<file path="config.mk">
export PLATFORM = sky130hd
export DESIGN_NAME = tcw_ctrl
export DESIGN_NICKNAME = d
export VERILOG_FILES = /design/src/rtl/tcw_pkg.sv /design/src/rtl/tcw_ctrl.sv
export SDC_FILE = /design/constraint.sdc
export NUM_CORES = 1
export LEC_CHECK = 0
export BUFFER_PORTS_ARGS = -buffer_cell sky130_fd_sc_hd__buf_4
export CAP_MARGIN = 5
export CORE_MARGIN = 2
export CORE_UTILIZATION = 48
export CTS_BUF_LIST = sky130_fd_sc_hd__clkbuf_16
export CTS_CLUSTER_DIAMETER = 120
export DETAILED_ROUTE_END_ITERATION = 12
export PLACE_DENSITY = 0.77
export RECOVER_POWER = 50
export SLEW_MARGIN = 25
export SYNTH_ARGS = -nofsm -noshare
export SYNTH_HDL_FRONTEND = slang
export SYNTH_SLANG_ARGS = --single-unit
export TNS_END_PERCENT = 30
</file>
<file path="constraint.sdc">
create_clock -name i_clk -period 2.7 [get_ports i_clk]
set_input_delay 0.135 -clock i_clk [delete_from_list [all_inputs] [get_ports i_clk]]
set_output_delay 0.135 -clock i_clk [all_outputs]
set_load 0.01 [all_outputs]
</file>
<file path="src/rtl/tcw_pkg.sv">
// ----------------------------------------------------------------------------
// tcw_pkg
// types and constants shared by the text console writer
// ----------------------------------------------------------------------------
package tcw_pkg;

    localparam int COLUMNS_DEF = 80;
    localparam int ROWS_DEF    = 25;
    localparam int CELL_W      = 16;

    localparam logic [1:0] FUNC_PUT     = 2'd0;
    localparam logic [1:0] FUNC_RECOLOR = 2'd1;
    localparam logic [1:0] FUNC_READ    = 2'd2;

    localparam logic [7:0]        NEWLINE_CODE = 8'h0A;
    localparam logic [7:0]        PUT_ATTR     = 8'h0F;
    localparam logic [CELL_W-1:0] BLANK_CELL   = 16'h0F20;

    typedef struct packed {
        logic [1:0]  func;
        logic [7:0]  char_code;
        logic [3:0]  background;
        logic [10:0] cell_index;
    } t_in;

    typedef struct packed {
        logic [15:0] cell_value;
        logic [4:0]  cursor_row;
        logic [6:0]  cursor_column;
    } t_out;

    typedef enum logic [3:0] {
        ST_CLEAR,
        ST_IDLE,
        ST_SHIFT,
        ST_SHIFT_END,
        ST_BLANK,
        ST_PUT,
        ST_RECOLOR,
        ST_RECOLOR_END,
        ST_READ_DATA,
        ST_DONE
    } t_state;

endpackage

</file>
<file path="src/rtl/tcw_ctrl.sv">
// ----------------------------------------------------------------------------
// tcw_ctrl
// cursor, operation sequencer and read-modify-write address generation
// ----------------------------------------------------------------------------
module tcw_ctrl #(
    parameter int  COLUMNS = tcw_pkg::COLUMNS_DEF,
    parameter int  ROWS    = tcw_pkg::ROWS_DEF,
    localparam int CELLS   = ROWS * COLUMNS,
    localparam int AW      = $clog2(CELLS)
) (
    input  logic                       i_clk,
    input  logic                       i_rst_n,
    input  logic                       i_in_valid,
    output logic                       o_in_ready,
    input  tcw_pkg::t_in               i_in_data,
    input  logic                       i_out_free,
    output logic                       o_done,
    output tcw_pkg::t_out              o_result,
    output logic                       o_wr_en,
    output logic [AW-1:0]              o_wr_addr,
    output logic [tcw_pkg::CELL_W-1:0] o_wr_data,
    output logic                       o_rd_en,
    output logic [AW-1:0]              o_rd_addr,
    input  logic [tcw_pkg::CELL_W-1:0] i_rd_data
);
    import tcw_pkg::*;

    localparam int RW = $clog2(ROWS);
    localparam int CW = $clog2(COLUMNS + 1);
    localparam int XW = AW + 11;

    localparam logic [AW-1:0] COLS_A     = AW'(COLUMNS);
    localparam logic [AW-1:0] LAST_CELL  = AW'(CELLS - 1);
    localparam logic [AW-1:0] LAST_SHIFT = AW'(CELLS - COLUMNS - 1);
    localparam logic [RW-1:0] LAST_ROW   = RW'(ROWS - 1);
    localparam logic [CW-1:0] COL_END    = CW'(COLUMNS);
    localparam logic [XW-1:0] CELLS_X    = XW'(CELLS);

    t_state            r_state, n_state;
    logic [RW-1:0]     r_row, n_row;
    logic [CW-1:0]     r_col, n_col;
    logic [AW-1:0]     r_idx, n_idx;
    logic              r_pipe_vld;
    logic [AW-1:0]     r_pipe_addr;
    logic [3:0]        r_bg, n_bg;
    logic [7:0]        r_code, n_code;
    logic              r_put_pend, n_put_pend;
    logic [CELL_W-1:0] r_value, n_value;

    logic              accept;
    logic              is_nl;
    logic              wrap;
    logic              adv;
    logic              last_row;
    logic              scroll;
    logic [XW-1:0]     idx_ext;
    logic              idx_ok;
    logic              finish;
    logic [RW+4:0]     row_ext;
    logic [CW+6:0]     col_ext;

    assign accept   = (r_state == ST_IDLE) && i_in_valid;
    assign is_nl    = (i_in_data.char_code == NEWLINE_CODE);
    assign wrap     = (r_col == COL_END);
    assign adv      = is_nl || wrap;
    assign last_row = (r_row == LAST_ROW);
    assign scroll   = adv && last_row;
    assign idx_ext  = {AW'(0), i_in_data.cell_index};
    assign idx_ok   = (idx_ext < CELLS_X);

    // next state
    always_comb begin
        n_state = r_state;
        unique case (r_state)
            ST_CLEAR: begin
                if (r_idx == LAST_CELL) n_state = ST_IDLE;
            end
            ST_IDLE: begin
                if (i_in_valid) begin
                    unique case (i_in_data.func)
                        FUNC_PUT: begin
                            if (scroll)      n_state = ST_SHIFT;
                            else if (!is_nl) n_state = ST_PUT;
                            else             n_state = ST_DONE;
                        end
                        FUNC_RECOLOR: n_state = ST_RECOLOR;
                        FUNC_READ:    n_state = idx_ok ? ST_READ_DATA : ST_DONE;
                        default:      n_state = ST_DONE;
                    endcase
                end
            end
            ST_SHIFT: begin
                if (r_idx == LAST_SHIFT) n_state = ST_SHIFT_END;
            end
            ST_SHIFT_END: n_state = ST_BLANK;
            ST_BLANK: begin
                if (r_idx == LAST_CELL) n_state = r_put_pend ? ST_PUT : ST_DONE;
            end
            ST_RECOLOR: begin
                if (r_idx == LAST_CELL) n_state = ST_RECOLOR_END;
            end
            ST_RECOLOR_END: n_state = ST_DONE;
            ST_PUT, ST_READ_DATA, ST_DONE: begin
                n_state = i_out_free ? ST_IDLE : ST_DONE;
            end
            default: n_state = ST_CLEAR;
        endcase
    end

    // outputs and memory ports
    always_comb begin
        o_in_ready = (r_state == ST_IDLE);
        o_wr_en    = 1'b0;
        o_wr_addr  = r_idx;
        o_wr_data  = '0;
        o_rd_en    = 1'b0;
        o_rd_addr  = r_idx;
        unique case (r_state)
            ST_CLEAR: begin
                o_wr_en = 1'b1;
            end
            ST_IDLE: begin
                o_rd_en   = accept && (i_in_data.func == FUNC_READ) && idx_ok;
                o_rd_addr = idx_ext[AW-1:0];
            end
            ST_SHIFT, ST_SHIFT_END: begin
                o_rd_en   = (r_state == ST_SHIFT);
                o_rd_addr = r_idx + COLS_A;
                o_wr_en   = r_pipe_vld;
                o_wr_addr = r_pipe_addr;
                o_wr_data = i_rd_data;
            end
            ST_RECOLOR, ST_RECOLOR_END: begin
                o_rd_en   = (r_state == ST_RECOLOR);
                o_wr_en   = r_pipe_vld;
                o_wr_addr = r_pipe_addr;
                o_wr_data = {r_bg, 4'h0, i_rd_data[7:0]};
            end
            ST_BLANK: begin
                o_wr_en   = 1'b1;
                o_wr_data = BLANK_CELL;
            end
            ST_PUT: begin
                o_wr_en   = 1'b1;
                o_wr_addr = AW'(r_row) * COLS_A + AW'(r_col) - AW'(1);
                o_wr_data = {PUT_ATTR, r_code};
            end
            ST_READ_DATA, ST_DONE: begin
                o_wr_en = 1'b0;
            end
            default: begin
                o_wr_en = 1'b0;
            end
        endcase
    end

    assign finish   = ((r_state == ST_PUT) || (r_state == ST_READ_DATA) ||
                       (r_state == ST_DONE)) && i_out_free;
    assign row_ext  = {5'b0, r_row};
    assign col_ext  = {7'b0, r_col};
    assign o_done   = finish;
    assign o_result = '{cell_value:    (r_state == ST_READ_DATA) ? i_rd_data : r_value,
                        cursor_row:    row_ext[4:0],
                        cursor_column: col_ext[6:0]};

    // cursor and working registers
    always_comb begin
        n_row      = r_row;
        n_col      = r_col;
        n_idx      = r_idx;
        n_bg       = r_bg;
        n_code     = r_code;
        n_put_pend = r_put_pend;
        n_value    = r_value;
        if (accept) begin
            n_idx      = '0;
            n_bg       = i_in_data.background;
            n_code     = i_in_data.char_code;
            n_value    = '0;
            n_put_pend = !is_nl;
            if (i_in_data.func == FUNC_PUT) begin
                if (adv && !last_row) n_row = r_row + RW'(1);
                if (is_nl)            n_col = '0;
                else if (adv)         n_col = CW'(1);
                else                  n_col = r_col + CW'(1);
            end
        end else if ((r_state == ST_CLEAR) || (r_state == ST_SHIFT) ||
                     (r_state == ST_BLANK) || (r_state == ST_RECOLOR)) begin
            n_idx = r_idx + AW'(1);
        end
        if (r_state == ST_READ_DATA) n_value = i_rd_data;
    end

    always_ff @(posedge i_clk) begin
        if (!i_rst_n) begin
            r_state    <= ST_CLEAR;
            r_row      <= '0;
            r_col      <= '0;
            r_idx      <= '0;
            r_pipe_vld <= 1'b0;
            r_put_pend <= 1'b0;
        end else begin
            r_state    <= n_state;
            r_row      <= n_row;
            r_col      <= n_col;
            r_idx      <= n_idx;
            r_pipe_vld <= (r_state == ST_SHIFT) || (r_state == ST_RECOLOR);
            r_put_pend <= n_put_pend;
        end
    end

    always_ff @(posedge i_clk) begin
        r_pipe_addr <= r_idx;
        r_bg        <= n_bg;
        r_code      <= n_code;
        r_value     <= n_value;
    end

endmodule

</file>
==> results of run 1 <==
cell type report:
class                      instances  area share (%)
inverter                          25            1.63
multi-input combinational        349            43.1
clock buffer                       9            3.81
sequential                        68            27.9
clock inverter                     7            1.65
tap                              108            2.29
timing repair buffer             150            19.6
synthesized netlist by cell type (2+ instances only):
| cell type | number |
|---|---|
| nor2b_1 | 7 |
| a21o_1 | 3 |
| or3_1 | 2 |
| o2111ai_1 | 2 |
| mux2i_1 | 4 |
| clkbuf_1 | 21 |
| a22o_1 | 9 |
| xnor2_1 | 16 |
| a22oi_1 | 7 |
| xor2_1 | 10 |
| o21a_1 | 3 |
| a31oi_1 | 5 |
| nand4_1 | 5 |
| nand3_1 | 9 |
| nand2b_1 | 6 |
| o21ai_0 | 25 |
| ha_1 | 28 |
| nor4_1 | 2 |
| a21oi_1 | 25 |
| inv_1 | 25 |
| o311ai_0 | 3 |
| nor2_1 | 43 |
| or4_1 | 2 |
| edfxtp_1 | 28 |
| a21boi_0 | 2 |
| or2_2 | 2 |
| a221o_1 | 7 |
| dfxtp_1 | 40 |
| buf_6 | 2 |
| nor3_1 | 11 |
| o31a_1 | 2 |
| fa_1 | 2 |
| nand2_1 | 52 |
| and3_1 | 4 |
| and2_1 | 19 |
| mux2_2 | 16 |
| or4b_4 | 2 |
per-stage QoR:
step | area [um2] | instances | setup TNS, ps | setup slack (ps)
2_1_floorplan | 4220 | 465 | 0 | 19.9
3_3_place_gp | 5240 | 681 | -103 | -103
3_5_place_dp | 5240 | 681 | -119 | -119
4_1_cts | 5740 | 711 | -390 | -354
5_1_grt | 5910 | 716 | -791 | -396
6_report | 5910 | 716 | -430 | -324
what timing repair did:
| item | 4_1_cts | 5_1_grt |
|---|---|---|
| pin swaps | 8 | 12 |
| hold endpoints to repair | 12 | 0 |
| buffers inserted | 2 | 5 |
| resized for setup | 12 | 29 |
| setup endpoints to repair | 6 | 11 |
| hold buffers | 12 | 0 |
routing by layer:
metal  share of wire [%]  up-vias  global-route usage (%)
met5                   0        -                       0
met4                 1.0        0                    5.66
met3                 8.0        8                    4.60
met2                  50      178                    40.8
met1                  41     1916                    30.9
li1                    -     1933                       -
cells by family after synthesis:
family,Yosys count
fa+ha+maj,30
buf+inv,48
compound gates,100
simple gates,173
flops,68
mux,20
xor+xnor,26
registers in the layout (all words and copies together) (netlist names):
signal / cells
r_code: 8
r_bg: 4
r_pipe_vld: 1
r_idx: 11
r_col: 7
r_value: 16
r_pipe_addr: 11
r_state: 4
r_put_pend: 1
r_row: 5
report_power, final:
group / internal, uW / switching, uW
Combinational: 74.9 / 53.3
Sequential: 1070 / 9.92
Clock: 814 / 473
Total: 1960 / 536
worst max-delay path: cells and delay by family, from the launching register on:
kind	cells	cell delay, ps
fa+ha+maj	4	1070
flops	1	370
xor+xnor	1	80
simple gates	1	490
compound gates	2	340
buf+inv	2	200
placed cells by master, fill, tap and decap left out, types with 3 or more instances in the layout:
| cell type | instances |
|---|---|
| buf_4 | 124 |
| nand2_1 | 51 |
| nor2_1 | 40 |
| dfxtp_1 | 34 |
| edfxtp_1 | 28 |
| a21oi_1 | 23 |
| inv_1 | 22 |
| o21ai_0 | 20 |
| and2_1 | 19 |
| ha_1 | 19 |
| mux2_2 | 16 |
| xnor2_1 | 15 |
| dlygate4sd3_1 | 12 |
| nor3_1 | 11 |
| clkbuf_4 | 11 |
| xor2_1 | 10 |
| a22o_1 | 9 |
| nand3_1 | 9 |
| clkbuf_16 | 9 |
| nor2b_1 | 7 |
| a22oi_1 | 7 |
| a221o_1 | 7 |
| ha_4 | 7 |
| nand2b_1 | 6 |
| nand4_1 | 5 |
| dfxtp_2 | 5 |
| mux2i_1 | 4 |
| o21ai_1 | 4 |
| a31oi_1 | 4 |
| and3_1 | 4 |
| nor2_2 | 3 |
| o21a_1 | 3 |
| a21o_1 | 3 |
final timing paths:
path / endpoint / slack [ps] / depth (start not counted)
setup / recovery: o_wr_addr[10] / -320 / 10
hold / removal: r_value[4]$_SDFFCE_PN0P_ / 110 / 2
setup reg to reg: r_row[4]$_SDFFE_PN0P_ / 270 / 6
hold reg to reg: r_pipe_addr[10]$_DFF_P_ / 430 / 0
==> results_dict.tcl, run 1 <==
set metrics [dict create \
    syn-cell-area_mm2 0.00421 \
    maxClockFrequency_mhz 331 \
    cp-start-kind "register" \
    io_pins 115 \
    synth-edff-count 28 \
    synth_top_family_by_area "simple AND/OR/NAND/NOR gates" \
    clk_pin_slew_ps 60 \
    grt_max_degree 34 \
    htreeDepth 3 \
    fp.coreArea_mm2 0.00864 \
    rsz0062_at_grt "yes" \
    areaGrowthSynthToFinish_pct 40.3 \
    grt_pass1_wl_um 18200 \
    drt_wl_total_um 12200 \
    drt_iter0_drc 225 \
    ir_drop_v 0.000341 \
    antenna_found_initial 0 \
    grtUsageTotal_pct 23.7 \
    synthMuxAreaShare_pct 5.23 \
    place.gp.congestion 0.931 \
    drv_slew 0 \
    antenna_left 0 \
    violations "negative setup slack" \
    synth_area_leaders "edfxtp_1 20%, dfxtp_1 19%, ha_1 8.3%" \
    routedWlPerCell_um 17.0 \
    tritoncts "yes" \
    rows 34 \
    multi_input_area_mm2 0.00255 \
    holdWs_ps 108 \
    synth-compound-area-share_pct 16.1 \
    chipWidth_um 97.7 \
    slew_headroom_pct 59.3 \
    worst_slew_pin_slew_ps 604 \
    root_buffer "clkbuf_16" \
    p_leak_uw 0.00257 \
    cp-end-kind "output pin" \
    overflow 0 \
    route.detailed.drc 0 \
    grt_pass1_vias 3636 \
    crit_arrival_ps 2890 \
    critical_path.slowest_cell "fa_1" \
    critPathMaxFanout 2 \
    synth-main-ff-cell "dfxtp_1" \
    worstSetupPathType "reg -> out" \
    routed_via_density 5.64 \
    io_buffers 114 \
    hold_viol_final 0 \
    cp_slowest_stage_delay_ps 530 \
    fp.dieH_um 97.7 \
    synth.largest_area_cell "edfxtp_1" \
    utilization_pct 68.5 \
    drv_cap 0 \
    yosys.area.top_type_share_pct 20.0 \
    cp_common_cell "ha_4" \
    cts_buffers 9 \
    synthArstFlopShare_pct 0 \
    initial_utilization_pct 48.8 \
    synth_simple_gate_area_share_pct 20.4 \
    finClkSkew_ps 12.0 \
    worstPathCellList "ha_4 > ha_4 > fa_1 > inv_1 > ha_2 > or4_4 > a31oi_4 > xnor2_2 > o21ai_2 > buf_4" \
    ys_ff_latch 68 \
    num_antenna_cells 0 \
    holdCritStartpoint "i_rd_data[4]" \
    required_ps 2570 \
    worst_skew_pair.late_latency_ps 330 \
    clock_sinks 68 \
    powerDensity_mw_per_mm2 422 \
    layout.area.seq_mm2 0.00165 \
    yosysSeqAreaShare_pct 39.0 \
    routed-via-count 4035 \
    synthDistinctLibCells 51 \
    synth_fa_ha_area_share_pct 9.26 \
    r2r_start "r_state[3]$_SDFFE_PN0P_" \
    fin_ws_ps -324 \
    synthCells 465 \
    layout-drive-gt1-share_pct 33.7 \
    dieArea_mm2 0.00954 \
    finalSetupViolCount 2 \
    min_path_type "in -> reg" \
    synth_nets 540 \
    p_total_uw 2500 \
    drt_first_pass_iters 6 \
    fillers 649 \
    place_hpwl_um 8330 \
    critPathLaunch "r_row[1]$_SDFFE_PN0P_" \
    synth_area_per_cell_um2 9.06 \
    period_share_pct 112 \
    synthXorXnorAreaFrac_pct 5.40 \
    min_period_ps 3020 \
    ctsLongestPathBuffers 2 \
    final_nets 678 \
    ys_warn_count 0 \
    outcome "finished with violations" \
]
Note: power is estimated with default switching activity, not from simulation.
==> run 2: changes to the inputs <==
--- a/config.mk
+++ b/config.mk
@@ -8,11 +8,11 @@
 export BUFFER_PORTS_ARGS = -buffer_cell sky130_fd_sc_hd__buf_4
 export CAP_MARGIN = 5
 export CORE_MARGIN = 2
-export CORE_UTILIZATION = 48
-export CTS_BUF_LIST = sky130_fd_sc_hd__clkbuf_16
+export CORE_UTILIZATION = 49
+export CTS_BUF_LIST = sky130_fd_sc_hd__clkbuf_8
 export CTS_CLUSTER_DIAMETER = 120
 export DETAILED_ROUTE_END_ITERATION = 12
-export PLACE_DENSITY = 0.77
+export PLACE_DENSITY = 0.78
 export RECOVER_POWER = 50
 export SLEW_MARGIN = 25
 export SYNTH_ARGS = -nofsm -noshare
==> results_dict.tcl, run 2 (synthesized netlist as in run 1, its figures left out) <==
set metrics [dict create \
    outcome "finished with violations" \
    violations "negative setup slack" \
    min_period_ps 3050 \
    overflow 0 \
    min_path_type "in -> reg" \
    clk_pin_slew_ps 80 \
    fp.dieH_um 96.7 \
    chipWidth_um 96.7 \
    layout.area.seq_mm2 0.00165 \
    mostFrequentLayoutCell "buf_4" \
    r2r_start "r_state[3]$_SDFFE_PN0P_" \
    largest_reg_flops 16 \
    routed-via-count 4051 \
    htreeDepth 3 \
    cp-start-kind "register" \
    r2r_slack_ps 350 \
    drt_iter0_drc 229 \
    areaGrowthSynthToFinish_pct 37.8 \
    worst_slew_pin_slew_ps 617 \
    dp_slack_ps -120 \
    reg2reg_depth 6 \
    drt_wl_total_um 12300 \
    grt_pass1_vias 3857 \
    tritoncts "yes" \
    reg.largest.list "r_value x16, r_idx x11, r_pipe_addr x11" \
    critPathMaxFanout 2 \
    cp-end-kind "output pin" \
    finalSetupViolCount 3 \
    fin_ws_ps -349 \
    layout-drive-gt1-share_pct 34.0 \
    drv_cap 0 \
    rows 33 \
    dieArea_mm2 0.00936 \
    ir_drop_v 0.000250 \
    routed_via_density 5.67 \
    place.gp.congestion 0.911 \
    io_pins 115 \
    clock_sinks 68 \
    holdWs_ps 82.5 \
    initial_utilization_pct 51.0 \
    final_area_mm2 0.00581 \
    holdCritStartpoint "i_rd_data[15]" \
    powerDensity_mw_per_mm2 371 \
    rsz0062_at_grt "yes" \
    grt_max_degree 23 \
    final_cell_mix "123 x buf_4, 51 x nand2_1, 39 x nor2_1" \
    place_hpwl_um 8570 \
    p_leak_uw 0.00252 \
    routedWlPerCell_um 17.3 \
    cts_buffers 9 \
    crit_arrival_ps 2910 \
    hold_viol_final 0 \
    critPathLaunch "r_row[1]$_SDFFE_PN0P_" \
    required_ps 2570 \
    multi_input_area_mm2 0.00256 \
    ctsLongestPathBuffers 2 \
    worst_skew_pair.late_latency_ps 350 \
    period_share_pct 113 \
    placed_area_mm2 0.00526 \
    drv_slew 0 \
    antenna_left 0 \
    num_antenna_cells 0 \
    worstSetupPathType "reg -> out" \
    drt_first_pass_iters 4 \
    final_nets 679 \
    antenna_found_initial 0 \
    whs_endpoint "r_value[15]$_SDFFCE_PN0P_" \
    slew_headroom_pct 58.5 \
    grtUsageTotal_pct 24.8 \
    largest-register "r_value" \
    min_path_cells 2 \
    grt_pass1_wl_um 19000 \
    maxClockFrequency_mhz 328 \
    finClkSkew_ps 10.0 \
    io_buffers 114 \
    reg2reg_to "r_row[3]$_SDFFE_PN0P_" \
    route.detailed.drc 0 \
    root_buffer "clkbuf_8" \
    fp.coreArea_mm2 0.00826 \
    fillers 637 \
]
[run 2: what timing repair did]
item / 4_1_cts / 5_1_grt
hold buffers: 12 / 0
resized for setup: 16 / 31
buffers inserted: 3 / 3
pin swaps: 8 / 15
hold endpoints to repair: 12 / 0
endpoints found under the setup margin: 10 / 10
[run 2: critical path, cell delays in order (launching register included)]
cell and delay [ps]:
dfxtp_2 340, ha_4 240, ha_4 160, fa_2 560, inv_2 60, ha_4 160
or4_4 510, a31oi_4 150, xnor2_1 140, o21ai_1 90, buf_4 150
[run 2: per-stage QoR]
step           setup TNS (ps)  util, %  std cells  total power [uW]
3_3_place_gp            -43.3     63.7        681              1210
3_5_place_dp             -122     63.7        681              1210
6_report                 -597     70.3        714              2160
5_1_grt                  -846     70.3        714              2210
2_1_floorplan               0        -        465              1130
4_1_cts                  -507     69.2        712              2160
[run 2: per-layer routing]
metal  vias to the layer above  wire [um]  share of wire, %  GRT usage, %
li1                       1921          -                 -             -
met1                      1944       4960                40          30.9
met2                       156       6170                50          42.0
met3                        30        854               6.9          5.64
met4                         0        334               2.7          9.43
met5                         -          0                 0             0
[run 2: layout make-up]
| class | instances | area share (%) |
|---|---|---|
| Multi-Input combinational cell | 349 | 44.1 |
| Clock buffer | 10 | 2.37 |
| Sequential cell | 68 | 28.4 |
| Timing Repair Buffer | 151 | 19.8 |
| Inverter | 25 | 1.62 |
| Tap cell | 105 | 2.26 |
| Clock inverter | 6 | 1.49 |
[run 2: report_power, final]
part	switching, uW	total, uW	internal, uW	leakage [uW]
registers	8.96	1080	1070	0.000608
clock network	407	953	546	0.000115
logic	49.5	123	73.9	0.00180
total	466	2160	1690	0.00252
[run 2: worst max-delay path by stage]
stage | to | cells after the start | slack, ps
finish | o_wr_addr[10] | 10 | -350
global route | o_wr_addr[10] | 11 | -380
floorplan | o_wr_addr[10] | 9 | 20
global placement | o_wr_addr[10] | 10 | -40
detailed placement | o_wr_addr[10] | 10 | -120
CTS | o_wr_addr[10] | 10 | -360
==> run 3: changes to the inputs <==
--- a/config.mk
+++ b/config.mk
@@ -5,7 +5,7 @@
 export SDC_FILE = /design/constraint.sdc
 export NUM_CORES = 1
 export LEC_CHECK = 0
-export BUFFER_PORTS_ARGS = -buffer_cell sky130_fd_sc_hd__buf_4
+export BUFFER_PORTS_ARGS = -buffer_cell sky130_fd_sc_hd__buf_2
 export CAP_MARGIN = 5
 export CORE_MARGIN = 2
 export CORE_UTILIZATION = 49
==> constraint.sdc (replaced) <==
create_clock -name i_clk -period 2.7 [get_ports i_clk]
set_input_delay 0.27 -clock i_clk [delete_from_list [all_inputs] [get_ports i_clk]]
set_output_delay 0.27 -clock i_clk [all_outputs]
set_load 0.01 [all_outputs]
==> results_dict.tcl, run 3 (synthesized netlist as in run 1, its figures left out) <==
set metrics [dict create \
    mostFrequentLayoutCell "buf_2" \
    rows 33 \
    final_cell_mix "107 x buf_2, 52 x nand2_1, 43 x nor2_1" \
    io_buffers 114 \
    drt_iter0_drc 219 \
    htreeDepth 3 \
    fin_ws_ps -455 \
    finClkSkew_ps 5.63 \
    fp.coreArea_mm2 0.00826 \
    maxClockFrequency_mhz 317 \
    worst_skew_pair.late_latency_ps 350 \
    largest-register "r_value" \
    cp-start-kind "register" \
    antenna_found_initial 0 \
    powerDensity_mw_per_mm2 392 \
    cts_buffers 9 \
    violations "negative setup slack" \
    p_leak_uw 0.00239 \
    hold_viol_final 0 \
    p_total_uw 2090 \
    outcome "finished with violations" \
    dp_cells 683 \
    worst_slew_pin_slew_ps 594 \
    routedWlPerCell_um 16.1 \
    drt_first_pass_iters 5 \
    cp-end-kind "output pin" \
    grt_pass1_wl_um 18400 \
    slew_headroom_pct 60.0 \
    root_buffer "clkbuf_8" \
    fp.dieH_um 96.7 \
    grt_pass1_vias 3804 \
    ctsHoldBuffers 0 \
    internal-power_uw 1630 \
    grtUsageTotal_pct 23.8 \
    rsz0062_at_grt "yes" \
    min_period_ps 3160 \
    switching_share_pct 22.1 \
    chipWidth_um 96.7 \
    clock_power_share_pct 44.0 \
    initial_utilization_pct 51.0 \
    reg.largest.list "r_value x16, r_idx x11, r_pipe_addr x11" \
    seq_power_share_pct 51.7 \
    reg2reg_depth 6 \
    dieArea_mm2 0.00936 \
    clock_sinks 68 \
    power_frac_comb_pct 4.4 \
    min_path_type "in -> reg" \
    final_area_mm2 0.00533 \
    p_switching_uw 460 \
    ctsLongestPathBuffers 2 \
    drv_cap 0 \
    period_share_pct 117 \
    min_path_cells 1 \
    instances_no_fill 700 \
    largest_reg_flops 16 \
    layout-drive-gt1-share_pct 31.3 \
    holdWs_ps 92.0 \
    grt_max_degree 34 \
    finalSetupViolCount 4 \
    crit_arrival_ps 2890 \
    areaGrowthSynthToFinish_pct 26.4 \
    required_ps 2430 \
    place.gp.congestion 0.936 \
    worstSetupPathType "reg -> out" \
    critPathMaxFanout 2 \
    place_hpwl_um 8320 \
    dp_slack_ps -73.0 \
    ir_drop_v 0.000241 \
    placed_area_mm2 0.00503 \
    routed_via_density 5.60 \
    antenna_left 0 \
    final_nets 665 \
    drt_wl_total_um 11300 \
    drv_slew 0 \
    route.detailed.drc 0 \
    routed-via-count 3919 \
    overflow 0 \
    tritoncts "yes" \
    io_pins 115 \
    num_antenna_cells 0 \
    clk_pin_slew_ps 80 \
]
-- run 3: cell types whose count changed in the layout (fill, tap and decap cells not counted), sizes merged --
cell	delta
buf	+6
dlygate4sd3	-12
clkinvlp	+1
inv	-3
clkinv	+3
clkbuf	-9
-- run 3: final timing paths --
| kind | startpoint | endpoint | slack [ps] |
|---|---|---|---|
| worst max-delay path | r_row[3]$_SDFFE_PN0P_ | o_wr_addr[10] | -460 |
| worst min register to register | r_idx[2]$_SDFFE_PP0P_ | r_pipe_addr[2]$_DFF_P_ | 450 |
| worst max register to register | r_state[3]$_SDFFE_PN0P_ | r_row[3]$_SDFFE_PN0P_ | 430 |
| worst min-delay path | i_in_data[12] | r_bg[1]$_DFFE_PP_ | 90 |
-- run 3: what timing repair did --
action                                  4_1_cts  5_1_grt
setup buffers                                 0        1
cloned                                        0        0
endpoints found under the setup margin        6        6
pin swaps                                     2        2
gates resized for setup                      11        8
-- run 3: final cells by class --
| cell class | instances | area (um2) |
|---|---|---|
| fillers | 707 | 2930 |
| multi-input cells | 349 | 2490 |
| flip-flops and latches | 68 | 1660 |
| repair buffers | 137 | 734 |
| well taps | 105 | 131 |
| clock buffers | 9 | 124 |
| inverters | 25 | 93.8 |
| clock inverters | 7 | 91.3 |
-- run 3: layer usage --
layer	vias up	routed length, um	track usage [%]
met5	-	0	0
met4	0	135	7.26
met3	14	690	5.64
met2	142	5790	42.0
met1	1861	4650	28.8
li1	1902	-	-
-- run 3: through the flow --
| step | utilization (%) | setup TNS (ps) |
|---|---|---|
| floorplan | - | 0 |
| global placement | 60.9 | -19.9 |
| detailed placement | 60.9 | -73.0 |
| CTS | 64.0 | -814 |
| global route | 64.5 | -1480 |
| finish | 64.5 | -844 |
-- run 3: worst max-delay path: stages, from the launching register on --
cell,delay (ps)
dfxtp_4,350
ha_4,240
ha_4,160
fa_1,520
inv_1,50
ha_2,170
or4_4,510
a31oi_4,180
xnor2_1,130
o21ai_1,80
buf_2,140
-- run 3: power by group through the flow --
stage / Clock [uW] / Sequential [uW] / Combinational, uW
finish: 917 / 1080 / 91.3
global route: 981 / 1080 / 100
global placement: 0 / 1100 / 87.7
floorplan: 0 / 1100 / 31.4
CTS: 924 / 1080 / 91.8
detailed placement: 0 / 1100 / 91.2
